==> config.mk <==
export PLATFORM = sky130hd
export DESIGN_NAME = ght_ram
export DESIGN_NICKNAME = d
export VERILOG_FILES = /design/src/rtl/ght_ram.sv
export SDC_FILE = /design/constraint.sdc
export NUM_CORES = 1
export LEC_CHECK = 0
export BUFFER_PORTS_ARGS = -buffer_cell sky130_fd_sc_hd__buf_2
export CORE_MARGIN = 2
export CORE_UTILIZATION = 61
export DETAILED_ROUTE_END_ITERATION = 12
export PLACE_DENSITY_LB_ADDON = 0.08
export SLEW_MARGIN = 30
export SYNTH_ARGS = -nofsm -noshare
export SYNTH_HDL_FRONTEND = slang
export SYNTH_SLANG_ARGS = --single-unit
==> constraint.sdc <==
create_clock -name clk -period 3.05 [get_ports clk]
set_input_delay 0.305 -clock clk [delete_from_list [all_inputs] [get_ports clk]]
set_output_delay 0.305 -clock clk [all_outputs]
set_load 0.03 [all_outputs]
==> src/rtl/ght_ram.sv <==
// generic single write port, single read port memory with registered read data
module ght_ram #(
    parameter int WIDTH = 8,
    parameter int DEPTH = 32,
    parameter int AW    = $clog2(DEPTH)
) (
    input  logic             clk,
    input  logic             we,
    input  logic [AW-1:0]    waddr,
    input  logic [WIDTH-1:0] wdata,
    input  logic             re,
    input  logic [AW-1:0]    raddr,
    output logic [WIDTH-1:0] rdata
);

    logic [WIDTH-1:0] mem [DEPTH];
    logic [WIDTH-1:0] rdata_reg;

    always_ff @(posedge clk)
    begin
        if (we)
        begin
            mem[waddr] <= wdata;
        end
    end

    always_ff @(posedge clk)
    begin
        if (re)
        begin
            rdata_reg <= mem[raddr];
        end
    end

    assign rdata = rdata_reg;

endmodule

==> qor.csv <==
stage;metric;value;unit
setup_path;reg2reg start;mem[31][6]$_DFFE_PP_;
power;Sw Share;19.77;%
timing;unrepaired setup endpoints after global routing;false;
route;DRC;0;
timing;Least-Margin Pin Slew;0.9521;ns
hold_path;Hold Path End;rdata[2]$_DFFE_PP_;
synth;Synth Cell Area;10130;um^2
synth;mux cell area share after synthesis;18.67;%
power;sw power;1497;uW
grt;initial antenna violation count;0;
layout;max reg flops;256;
layout;layout cells sized above 1;35.12;%
timing;fin crit share;64.94;%
setup_path;WP data arrival;2.24;ns
setup_path;reg-to-reg endpoint;rdata[6]$_DFFE_PP_;
clocking;hold-fix buffer count after cts;0;
power;Leak Pwr;0.003590;uW
die;# rows;47;
setup_path;Crit Path Max Fanout;1;
die;die span in y;132.9;um
layout;# diodes;0;
synth;synthesized area per cell;24.30;um^2
synth;post-synthesis sequential area ratio;78.23;%
run_status;outcome;completed;
job;Max Cap Violations;0;
synth;synth unique cells;14;
timing;Tmin final;1.981;ns
setup_path;WS Path Type;reg -> reg;
placement;DPL Wire Length;12190;um
synth;largest family of logic cells by synthesized area;multiplexers;
clocking;CTS resizes;0;
grt;gr ovfl total;0;
clocking;Post-CTS Setup Bufs;0;
route;Post-Route WL;20050;um
timing;Fmax achieved;504.9;MHz
synth;Synthesized Nets;438;
timing;max-slew violations;0;
layout;Cell Count, Final, Fillers Out;704;
placement;cell count after placement;658;
clocking;CTS Buf Count;26;
hold_path;Hold Crit Class;in -> reg;
hold_path;Hold Path Cell Cnt;1;
power;Comb power frac;5.2;%
timing;final hold vios;0;
clocking;TritonCTS clock tree;built;
grt;first-pass GRT wire length;29950;um
power;internal power;6076;uW
synth;register bit count reported by yosys;264;
timing;skew final;0.009553;ns
clocking;Worst-Skew Late Latency;0.52;ns
setup_path;flop2flop setup slack;1.07;ns
clocking;CTS root buf;clkbuf_16;
die;Core Region;16410;um^2
setup_path;R2R depth;3;
setup_path;required time of the worst setup path;3.31;ns
layout;Final nets;487;
timing;total negative slack;0;ns
grt;largest net degree at the start of global routing;65;
synth;Post-Synth XOR/XNOR Area;0;%
route;via total after detailed routing;4538;
synth;post-synthesis simple-gate area fraction;2.050;%
layout;area grow syn2layout;12.79;%
placement;pre-CTS setup slack;0.5284;ns
timing;endpoints failing setup;0;
power;VDD IR max;0.4233;mV
hold_path;min-delay src;re;
power;Sequential Power Share;53.7;%
placement;count of buffers from port buffering;28;
die;Die X;132.9;um
route;drt first-iter violations;472;
timing;Slew headroom;36.29;%
grt;number of global-route vias before repair;4654;
route;Routed WL per cell;28.47;um
power;PwrDens;662.6;nW/um^2
grt;gr usage total;23.76;%
synth;synthesized instance count;417;
synth;synth warn;0;
placement;GP Congestion;0.7701;
clocking;Clock H-tree levels;1;
setup_path;startpoint types;register;
synth;compound-cell area share of the yosys netlist;0;%
clocking;Clk pin slew, worst setup/hold paths;0.06;ns
setup_path;crit end category;register;
route;First-pass DRT Iterations;4;
clocking;Max Root-Sink Buffers;3;
power;clock share of power;41.1;%
die;die area;17660;um^2
timing;final worst slack;1.069;ns
clocking;CTS sink count;264;
die;initial core utilization;61.76;%
route;vias per cell;6.446;
route;antenna viol nets, final;0;
die;IO Pins;29;
synth;post-synthesis adder-cell area fraction;0;%
worst max-delay path: stages (launching register included):
cell and delay (ns):
edfxtp_1 0.38, mux4_2 0.53, mux4_2 0.50, mux2_2 0.30
synthesized netlist by cell type:
cell | count | area share (%)
nand2_1 | 1 | 0.037
edfxtp_1 | 264 | 78
or3b_2 | 3 | 0.26
buf_4 | 6 | 0.44
clkbuf_1 | 6 | 0.22
nand3_1 | 2 | 0.099
nand3b_1 | 5 | 0.37
mux2_2 | 8 | 0.89
buf_6 | 1 | 0.11
nor2_1 | 33 | 1.2
buf_1 | 6 | 0.22
or3_1 | 1 | 0.062
buf_2 | 1 | 0.049
mux4_2 | 80 | 18
worst max-delay path by stage:
stage                                     from            endpoint  slack (ns)  cells past startpoint
after floorplan                       raddr[2]  rdata[0]$_DFFE_PP_        0.80                      5
after global placement                raddr[0]  rdata[0]$_DFFE_PP_        0.52                      5
after detailed placement              raddr[0]  rdata[5]$_DFFE_PP_        0.53                      5
after CTS                             raddr[0]  rdata[5]$_DFFE_PP_        1.06                      5
after global routing                  raddr[0]  rdata[0]$_DFFE_PP_        1.01                      5
final                     mem[31][6]$_DFFE_PP_  rdata[6]$_DFFE_PP_        1.07                      3
cell families (layout without fill, tap and decap cells):
kind of cell	after synthesis	after routing
flip-flops	264	264
multiplexers	88	88
buffers and inverters	20	87
AND/OR/NAND/NOR	45	45
power by group through the flow:
stage	combinational [uW]	clock [uW]	sequential (uW)
final	393	3110	4070
after detailed placement	394	0	4140
after global routing	416	3300	4070
after floorplan	215	0	4160
after CTS	397	3160	4070
after global placement	388	0	4140
cells in the final DEF (no fill, tap or decap), drive strengths merged:
cell type,synthesis,final
edfxtp,264,264
mux4,80,80
buf,14,41
nor2,33,33
clkbuf,6,32
clkinv,0,11
mux2,8,8
nand3b,5,5
or3b,3,3
bufinv,0,3
nand3,2,2
nand2,1,1
or3,1,1
metrics by stage:
stage          util, %  cell area (um^2)  hold slack, ns  power, uW
2_1_floorplan        -             10130          0.4039       4372
3_3_place_gp     64.56             10590          0.6980       4527
5_1_grt          69.66             11430          0.1623       7779
4_1_cts          69.65             11430          0.1562       7624
6_report         69.66             11430          0.1777       7573
3_5_place_dp     64.56             10590          0.6938       4537
routing by layer:
| metal | global-route usage, % | vias to the layer above | routed length [um] |
|---|---|---|---|
| li1 | - | 1884 | - |
| met1 | 37.55 | 2456 | 8751 |
| met2 | 35.95 | 173 | 9626 |
| met4 | 5.914 | 0 | 336 |
| met3 | 3.831 | 25 | 1330 |
| met5 | 0 | - | 0 |
cell type report:
class / instances / area, um^2
Fill cell: 939 / 4977
Clock buffer: 32 / 694.4
Sequential cell: 264 / 7928
Clock inverter: 14 / 140.1
Timing Repair Buffer: 41 / 290.3
Tap cell: 220 / 275.3
Multi-Input combinational cell: 133 / 2102
Note: power is estimated with default switching activity, not from simulation.
